`src/hw/rtl/bed_pkg.sv`:
```
// Package: shared types and constants for the backslash escape decoder.
`default_nettype none
package bed_pkg;

  // Input command codes
  typedef enum logic [1:0] {
    CMD_DATA = 2'd0,
    CMD_SEP  = 2'd1,
    CMD_END  = 2'd2,
    CMD_RSVD = 2'd3
  } cmd_t;

  // Decoder mode
  typedef enum logic [1:0] {
    MODE_PLAIN  = 2'd0,
    MODE_BSLASH = 2'd1,
    MODE_OCTAL  = 2'd2
  } mode_t;

  // Character constants
  localparam logic [7:0] CH_BSLASH = 8'h5C;
  localparam logic [7:0] CH_BEL    = 8'h07;
  localparam logic [7:0] CH_BS     = 8'h08;
  localparam logic [7:0] CH_FF     = 8'h0C;
  localparam logic [7:0] CH_LF     = 8'h0A;
  localparam logic [7:0] CH_CR     = 8'h0D;
  localparam logic [7:0] CH_TAB    = 8'h09;
  localparam logic [7:0] CH_VT     = 8'h0B;
  localparam logic [7:0] CH_SPACE  = 8'h20;
  localparam logic [7:0] CH_ZERO   = 8'h30;
  localparam logic [7:0] CH_SEVEN  = 8'h37;
  localparam logic [7:0] CH_LA     = 8'h61;
  localparam logic [7:0] CH_LB     = 8'h62;
  localparam logic [7:0] CH_LC     = 8'h63;
  localparam logic [7:0] CH_LF_ESC = 8'h66;
  localparam logic [7:0] CH_LN     = 8'h6E;
  localparam logic [7:0] CH_LR     = 8'h72;
  localparam logic [7:0] CH_LT     = 8'h74;
  localparam logic [7:0] CH_LV     = 8'h76;

  // Queue depth between front and back
  localparam int unsigned QDEPTH = 2;

  // One decoded request: one or two output bytes
  typedef struct packed {
    logic       two;
    logic [7:0] byte0;
    logic [7:0] byte1;
  } entry_t;

endpackage
`default_nettype wire

```
`src/hw/rtl/backslash_escape_decoder.sv`:
```
// Top level: backslash escape decoder, front end, entry queue and back end.
//
// Input channel (in_valid/in_ready): one request per accepted cycle, carrying
// in_command (data byte, argument separator, end of input) and in_data_byte.
// Output channel (out_valid/out_ready): one decoded byte per cycle while out_ready is high, with
// out_last_of_run marking the final byte caused by one input request.
// A request yields zero, one or two bytes.
// The front end decodes a request in the cycle it is accepted and pushes an
// entry into a two-deep queue; the back end pops it and drives the output
// register. Throughput: one input request per cycle while outputs drain;
// the output port moves one byte per cycle while out_ready is high, so
// two-byte requests are limited by the single-byte output register.
// When the receiver stalls, the queue fills and in_ready drops; nothing is
// lost. Synchronous active-low reset clears decoder state, queue pointers and output valid.
`default_nettype none
module backslash_escape_decoder
  import bed_pkg::*;
(
  input  wire logic       clk,
  input  wire logic       rst_n,
  input  wire logic       in_valid,
  output logic            in_ready,
  input  wire logic [1:0] in_command,
  input  wire logic [7:0] in_data_byte,
  output logic            out_valid,
  input  wire logic       out_ready,
  output logic [7:0]      out_out_byte,
  output logic            out_last_of_run
);

  logic   q_full, q_push, q_pop, q_not_empty;
  entry_t q_entry, q_head;

  // Decode
  bed_front u_front (
    .clk          (clk),
    .rst_n        (rst_n),
    .in_valid     (in_valid),
    .in_ready     (in_ready),
    .in_command   (in_command),
    .in_data_byte (in_data_byte),
    .q_full       (q_full),
    .q_push       (q_push),
    .q_entry      (q_entry)
  );

  // Decouple
  bed_queue u_queue (
    .clk        (clk),
    .rst_n      (rst_n),
    .push       (q_push),
    .push_entry (q_entry),
    .full       (q_full),
    .pop        (q_pop),
    .not_empty  (q_not_empty),
    .head       (q_head)
  );

  // Serialize
  bed_back u_back (
    .clk             (clk),
    .rst_n           (rst_n),
    .q_not_empty     (q_not_empty),
    .q_head          (q_head),
    .q_pop           (q_pop),
    .out_valid       (out_valid),
    .out_ready       (out_ready),
    .out_out_byte    (out_out_byte),
    .out_last_of_run (out_last_of_run)
  );

endmodule
`default_nettype wire

```
`src/hw/rtl/bed_front.sv`:
```
// Front end: accepts input requests, runs the escape state machine, emits entries.
`default_nettype none
module bed_front
  import bed_pkg::*;
(
  input  wire logic       clk,
  input  wire logic       rst_n,
  input  wire logic       in_valid,
  output logic            in_ready,
  input  wire logic [1:0] in_command,
  input  wire logic [7:0] in_data_byte,
  input  wire logic       q_full,
  output logic            q_push,
  output entry_t          q_entry
);

  mode_t      mode_r, mode_nxt;
  logic [1:0] cnt_r, cnt_nxt;
  logic [8:0] oct_r, oct_nxt;
  logic       sup_r, sup_nxt;
  logic       accept;
  logic       is_digit;
  logic       fl_emit;
  logic [7:0] fl_byte;
  logic       emit;
  cmd_t       cmd;

  assign in_ready = !q_full;
  assign accept   = in_valid && in_ready;
  assign cmd      = cmd_t'(in_command);
  assign is_digit = (in_data_byte >= CH_ZERO) && (in_data_byte <= CH_SEVEN);

  // Pending escape flushed by separator or end
  assign fl_emit = (mode_r != MODE_PLAIN);
  assign fl_byte = (mode_r == MODE_BSLASH) ? CH_BSLASH : oct_r[7:0];

  // State register
  always_ff @(posedge clk) begin
    if (!rst_n) begin
      mode_r <= MODE_PLAIN;
      cnt_r  <= 2'd0;
      oct_r  <= 9'd0;
      sup_r  <= 1'b0;
    end else if (accept) begin
      mode_r <= mode_nxt;
      cnt_r  <= cnt_nxt;
      oct_r  <= oct_nxt;
      sup_r  <= sup_nxt;
    end
  end

  // Next state and produced entry
  always_comb begin
    mode_nxt      = mode_r;
    cnt_nxt       = cnt_r;
    oct_nxt       = oct_r;
    sup_nxt       = sup_r;
    emit          = 1'b0;
    q_entry.two   = 1'b0;
    q_entry.byte0 = in_data_byte;
    q_entry.byte1 = in_data_byte;
    unique case (cmd)
      CMD_DATA: begin
        unique case (mode_r)
          MODE_OCTAL: begin
            if (cnt_r != 2'd3 && is_digit) begin
              oct_nxt = {oct_r[5:0], in_data_byte[2:0]};
              cnt_nxt = cnt_r + 2'd1;
            end else begin
              emit          = 1'b1;
              q_entry.two   = 1'b1;
              q_entry.byte0 = oct_r[7:0];
              mode_nxt      = MODE_PLAIN;
              cnt_nxt       = 2'd0;
              oct_nxt       = 9'd0;
            end
          end
          MODE_BSLASH: begin
            mode_nxt = MODE_PLAIN;
            emit     = 1'b1;
            unique case (in_data_byte)
              CH_BSLASH: q_entry.byte0 = CH_BSLASH;
              CH_LA:     q_entry.byte0 = CH_BEL;
              CH_LB:     q_entry.byte0 = CH_BS;
              CH_LF_ESC: q_entry.byte0 = CH_FF;
              CH_LN:     q_entry.byte0 = CH_LF;
              CH_LR:     q_entry.byte0 = CH_CR;
              CH_LT:     q_entry.byte0 = CH_TAB;
              CH_LV:     q_entry.byte0 = CH_VT;
              CH_LC: begin
                emit    = 1'b0;
                sup_nxt = 1'b1;
              end
              CH_ZERO: begin
                emit     = 1'b0;
                mode_nxt = MODE_OCTAL;
                cnt_nxt  = 2'd0;
                oct_nxt  = 9'd0;
              end
              default: begin
                // unknown escape: backslash then the byte itself
                q_entry.two   = 1'b1;
                q_entry.byte0 = CH_BSLASH;
              end
            endcase
          end
          default: begin
            if (in_data_byte == CH_BSLASH) begin
              mode_nxt = MODE_BSLASH;
            end else begin
              emit = 1'b1;
            end
          end
        endcase
      end
      CMD_SEP: begin
        emit          = 1'b1;
        q_entry.two   = fl_emit;
        q_entry.byte0 = fl_emit ? fl_byte : CH_SPACE;
        q_entry.byte1 = CH_SPACE;
        mode_nxt      = MODE_PLAIN;
        cnt_nxt       = 2'd0;
        oct_nxt       = 9'd0;
      end
      CMD_END: begin
        emit          = fl_emit || !sup_r;
        q_entry.two   = fl_emit && !sup_r;
        q_entry.byte0 = fl_emit ? fl_byte : CH_LF;
        q_entry.byte1 = CH_LF;
        mode_nxt      = MODE_PLAIN;
        cnt_nxt       = 2'd0;
        oct_nxt       = 9'd0;
        sup_nxt       = 1'b0;
      end
      default: begin
        // reserved command: no result, state held
      end
    endcase
  end

  assign q_push = accept && emit;

endmodule
`default_nettype wire

```
`src/hw/rtl/bed_queue.sv`:
```
// Queue: short FIFO of decoded entries between front and back.
`default_nettype none
module bed_queue
  import bed_pkg::*;
(
  input  wire logic   clk,
  input  wire logic   rst_n,
  input  wire logic   push,
  input  wire entry_t push_entry,
  output logic        full,
  input  wire logic   pop,
  output logic        not_empty,
  output entry_t      head
);

  localparam int unsigned PW = (QDEPTH > 1) ? $clog2(QDEPTH) : 1;
  localparam int unsigned CW = $clog2(QDEPTH + 1);

  entry_t          mem_r [QDEPTH];
  logic [PW-1:0]   wr_ptr_r, rd_ptr_r;
  logic [CW-1:0]   cnt_r;
  logic            do_push, do_pop;

  assign full      = (cnt_r == CW'(QDEPTH));
  assign not_empty = (cnt_r != '0);
  assign do_push   = push && !full;
  assign do_pop    = pop && not_empty;
  assign head      = mem_r[rd_ptr_r];

  // Entry storage
  always_ff @(posedge clk) begin
    if (do_push) begin
      mem_r[wr_ptr_r] <= push_entry;
    end
  end

  // Pointers and fill count
  always_ff @(posedge clk) begin
    if (!rst_n) begin
      wr_ptr_r <= '0;
      rd_ptr_r <= '0;
      cnt_r    <= '0;
    end else begin
      if (do_push) begin
        wr_ptr_r <= (wr_ptr_r == PW'(QDEPTH - 1)) ? '0 : wr_ptr_r + PW'(1);
      end
      if (do_pop) begin
        rd_ptr_r <= (rd_ptr_r == PW'(QDEPTH - 1)) ? '0 : rd_ptr_r + PW'(1);
      end
      if (do_push && !do_pop) begin
        cnt_r <= cnt_r + CW'(1);
      end else if (do_pop && !do_push) begin
        cnt_r <= cnt_r - CW'(1);
      end
    end
  end

endmodule
`default_nettype wire

```
`src/hw/rtl/bed_back.sv`:
```
// Back end: serializes queued entries into single output bytes.
`default_nettype none
module bed_back
  import bed_pkg::*;
(
  input  wire logic        clk,
  input  wire logic        rst_n,
  input  wire logic        q_not_empty,
  input  wire entry_t      q_head,
  output logic             q_pop,
  output logic             out_valid,
  input  wire logic        out_ready,
  output logic [7:0]       out_out_byte,
  output logic             out_last_of_run
);

  logic       valid_r;
  logic [7:0] byte_r;
  logic       last_r;
  logic       pend_r;
  logic [7:0] pend_byte_r;
  logic       advance;

  assign advance = !valid_r || out_ready;
  assign q_pop   = advance && !pend_r && q_not_empty;

  // Control: output valid and pending second byte
  always_ff @(posedge clk) begin
    if (!rst_n) begin
      valid_r <= 1'b0;
      pend_r  <= 1'b0;
    end else if (advance) begin
      if (pend_r) begin
        valid_r <= 1'b1;
        pend_r  <= 1'b0;
      end else begin
        valid_r <= q_not_empty;
        pend_r  <= q_not_empty && q_head.two;
      end
    end
  end

  // Output and pending payload
  always_ff @(posedge clk) begin
    if (advance) begin
      if (pend_r) begin
        byte_r <= pend_byte_r;
        last_r <= 1'b1;
      end else begin
        byte_r      <= q_head.byte0;
        last_r      <= !q_head.two;
        pend_byte_r <= q_head.byte1;
      end
    end
  end

  assign out_valid       = valid_r;
  assign out_out_byte    = byte_r;
  assign out_last_of_run = last_r;

endmodule
`default_nettype wire
```
`config.mk`:
```
export PLATFORM = sky130hd
export DESIGN_NAME = backslash_escape_decoder
export DESIGN_NICKNAME = d
export VERILOG_FILES = /design/src/hw/rtl/bed_pkg.sv /design/src/hw/rtl/backslash_escape_decoder.sv /design/src/hw/rtl/bed_front.sv /design/src/hw/rtl/bed_queue.sv /design/src/hw/rtl/bed_back.sv
export SDC_FILE = /design/constraint.sdc
export NUM_CORES = 1
export LEC_CHECK = 0
export BUFFER_PORTS_ARGS = -buffer_cell sky130_fd_sc_hd__clkbuf_2
export CAP_MARGIN = 0
export CELL_PAD_IN_SITES_DETAIL_PLACEMENT = 1
export CELL_PAD_IN_SITES_GLOBAL_PLACEMENT = 2
export CORE_MARGIN = 4
export CORE_UTILIZATION = 40
export DETAILED_ROUTE_END_ITERATION = 10
export GPL_ROUTABILITY_DRIVEN = 0
export PLACE_DENSITY_LB_ADDON = 0.1
export SLEW_MARGIN = 25
export SYNTH_ARGS = -nofsm -noshare
export SYNTH_HDL_FRONTEND = slang
export SYNTH_SLANG_ARGS = --single-unit
```
`constraint.sdc`:
```
create_clock -name clk -period 8.4 [get_ports clk]
set_input_delay 1.68 -clock clk [delete_from_list [all_inputs] [get_ports clk]]
set_output_delay 1.68 -clock clk [all_outputs]
set_load 0.02 [all_outputs]
```
==> reports/results.tsv <==
metric	value	unit
cp_num_cells	7	
ys_seq_area_frac	0.534	
critPathLaunchType	input port	
num_antenna_cells	0	
layout.nets	383	
clk_pin_slew	0.08	ns
numCtsBuffers	9	
r2r_slack	5.43	ns
insertion_delay	0.35	ns
syn2layout_area_growth	10.2	%
critPathKind	in -> reg	
cp_top_family	simple AND/OR/NAND/NOR gates	
max_slew_margin	0.395	
viasPerCell	5.77	
wl_per_cell	19.3	um
syn_avg_cell_area	10.4	um2
synth_warnings	0	
worst_pin_slew	0.907	ns
row_count	34	
syn_area	3610	um2
clock-sinks	71	
critPathMaxStageDelay	0.73	ns
synth_flop_cell	edfxtp_1	
worstSetupEndpointType	flop	
clockBufferDepth	2	
synth_top_area_frac	0.424	
path_buf_inv	2	
tns	0	ns
grt-ovfl-total	0	
comb_power_share	0.225	
antenna_found_initial	0	
finalWorstSetupSlack	4.46	ns
reg2reg_from	u_front.mode_r[1]	
synth_edf_count	51	
r2r_end	u_queue.mem_r[1][8]	
switching_share	0.319	
cts_max_level	3	
hold_end	u_front.cnt_r[1]	
drive_gt1_frac	0.156	
setup_viol	0	
min_from	u_front.cnt_r[1]	
grt_start_max_net_pins	21	
dpl.hpwl	6630	um
cp.required	8.37	ns
coreArea	8760	um2
p_total	0.997	mW
yosys-top-cells-area	edfxtp_1 (42%), dfxtp_1 (11%), o21ai_0 (3.9%)	
clock_skew	0.0106	ns
ioPinCount	25	
finalHoldViolCount	0	
drt-total-wl	9110	um
p_int	0.679	mW
crit_arrival	3.91	ns
p_leak	1.40	nW
initial_core_util	0.412	
pwr-share-seq	0.497	
pre_cts_ws	4.10	ns
maxCapViolations	0	
crit_path_top_delay_cell	and2_1	
fin_hold_ws	0.472	ns
die_w	103	um
finalMaxSlewViolations	0	
dr.first_iter.drc_count	112	
grt_pass1_wl	14800	um
cts_hold_buf	0	
fin_util	0.455	
min_period	3.94	ns
drc	0	
p_clk_frac	0.279	
synth_nets	369	
detail-route-antenna-nets	0	
fmax	254	MHz
synth_cell_type_count	57	
cts_setup_buffers	0	
io_buffers	24	
crit_chain	clkbuf_2, ha_1, inv_1, nand3_1, o21bai_1, nor3_1, and2_1	
netlist_instances	346	
die-area	10600	um2
die_height	103	um
power_density	250	nW/um2
worstHoldPathType	reg -> reg	
outcome	finished, final reports clean	
vias	2728	
period_share	0.469	
tritoncts	built	
num-fill-cells	1001	
crit_fanout	17	
ys_ff_latch	71	
grt_pass1_vias	2856	
first_pass_iters	4	
power.switching	0.318	mW
synth_top_cell_by_area	edfxtp_1	
vdd_ir_drop_max	0.0000657	V
async_reset_ff_frac	0	
r2r_cells	7	
whs_path_depth	2	
grt.total_usage	0.184	
cts_root_buf	clkbuf_8	
rsz0062_at_grt	false	
cts_resized	0	
## how the worst max path moves through the flow
stage,start,endpoint
after floorplan,in_command[0],u_queue.mem_r[0][0]
after global placement,in_command[0],u_queue.mem_r[1][0]
after detailed placement,in_command[0],u_queue.mem_r[1][1]
after CTS,in_command[0],u_queue.mem_r[1][11]
after global routing,in_command[0],u_queue.mem_r[1][11]
final,in_command[0],u_queue.mem_r[1][8]
## cells in the final DEF, fill, tap and decap left out, drive strengths merged, types with 2 or more instances in the layout
master	Yosys	layout
nor3b	2	2
mux2	9	9
a22o	3	3
clkbuf	16	33
nand2	35	35
nand4	7	7
o21bai	2	2
o2bb2ai	2	2
a21oi	15	15
nor2	21	21
o21a	3	3
xor2	3	3
o22ai	2	2
and3	2	2
inv	13	14
a21o	3	3
a22oi	3	3
clkinv	1	5
a31oi	5	5
nor2b	8	8
ha	9	9
dfxtp	20	20
nand2b	7	7
a221o	2	2
nor4	2	2
mux2i	11	11
edfxtp	51	51
nor3	7	7
nand3	18	18
or3	4	4
o21ai	33	33
## cell usage after synthesis, types with 2 or more instances
cell / n
a31oi_1: 5
or3_1: 4
inv_1: 13
mux2_2: 9
clkbuf_1: 16
a22o_1: 3
dfxtp_1: 20
o22ai_1: 2
edfxtp_1: 51
o21ai_0: 28
o21bai_1: 2
buf_2: 5
nor2b_1: 8
a21o_1: 3
xor2_1: 3
ha_1: 9
a221o_1: 2
nor3_1: 7
nand3_1: 18
mux2i_1: 11
nor2_1: 21
a22oi_1: 3
nand4_1: 6
nor4_1: 2
nand2_1: 35
o2bb2ai_1: 2
o21ai_1: 5
o21a_1: 3
and3_1: 2
nand2b_1: 7
a21oi_1: 15
## cell type report
type / count / area, um2 / area share
inverters: 14 / 52.6 / 0.0132
flip-flops and latches: 71 / 1930 / 0.485
well taps: 108 / 135 / 0.0339
clock buffers: 9 / 124 / 0.0311
repair buffers: 25 / 128 / 0.0320
multi-input cells: 239 / 1540 / 0.387
clock inverters: 7 / 72.6 / 0.0182
## power groups by stage
stage	clock network (mW)	logic, mW	registers, mW
after floorplan	0	0.149	0.508
after global placement	0	0.221	0.502
after detailed placement	0	0.227	0.506
after CTS	0.286	0.228	0.498
after global routing	0.297	0.250	0.505
final	0.278	0.224	0.495
## logic make-up after synthesis
logic type	count (synthesis)	synth area share
and+or+nand+nor	120	0.174
AOI/OAI and AO/OA	86	0.153
DFF	71	0.534
buffers and inverters	36	0.0391
muxes	20	0.0585
adders and majority gates	9	0.0312
xor gates and xnor gates	4	0.00969
## worst min-delay path, delay by kind of cell, from the launching register on
| kind | cells | cell delay [ns] |
|---|---|---|
| DFF | 1 | 0.32 |
| and+or+nand+nor | 1 | 0.06 |
| AOI/OAI and AO/OA | 1 | 0.05 |
## flip-flops by register name, indices dropped and copies added, names as in the netlist, named ones only
signal	flops
u_front.cnt_r	2
u_queue.rd_ptr_r	1
u_back.out_out_byte	8
u_queue.mem_r	34
u_back.pend_r	1
u_front.oct_r	8
u_back.out_last_of_run	1
u_back.pend_byte_r	8
u_front.sup_r	1
u_queue.cnt_r	2
u_front.mode_r	2
u_queue.wr_ptr_r	1
u_back.out_valid	1
## through the flow
step / area [um2] / instances
after floorplan: 3610 / 346
after global placement: 3790 / 457
after detailed placement: 3790 / 457
after CTS: 3990 / 473
after global routing: 3990 / 473
final: 3990 / 473
## per-layer routing
metal | track usage | share of wire | wire length (um)
met5 | 0 | 0 | 0
met4 | 0.0817 | 0.029 | 264
met3 | 0.0250 | 0.036 | 330
met2 | 0.317 | 0.50 | 4600
met1 | 0.228 | 0.43 | 3920
(Power assumes the default switching activity.)
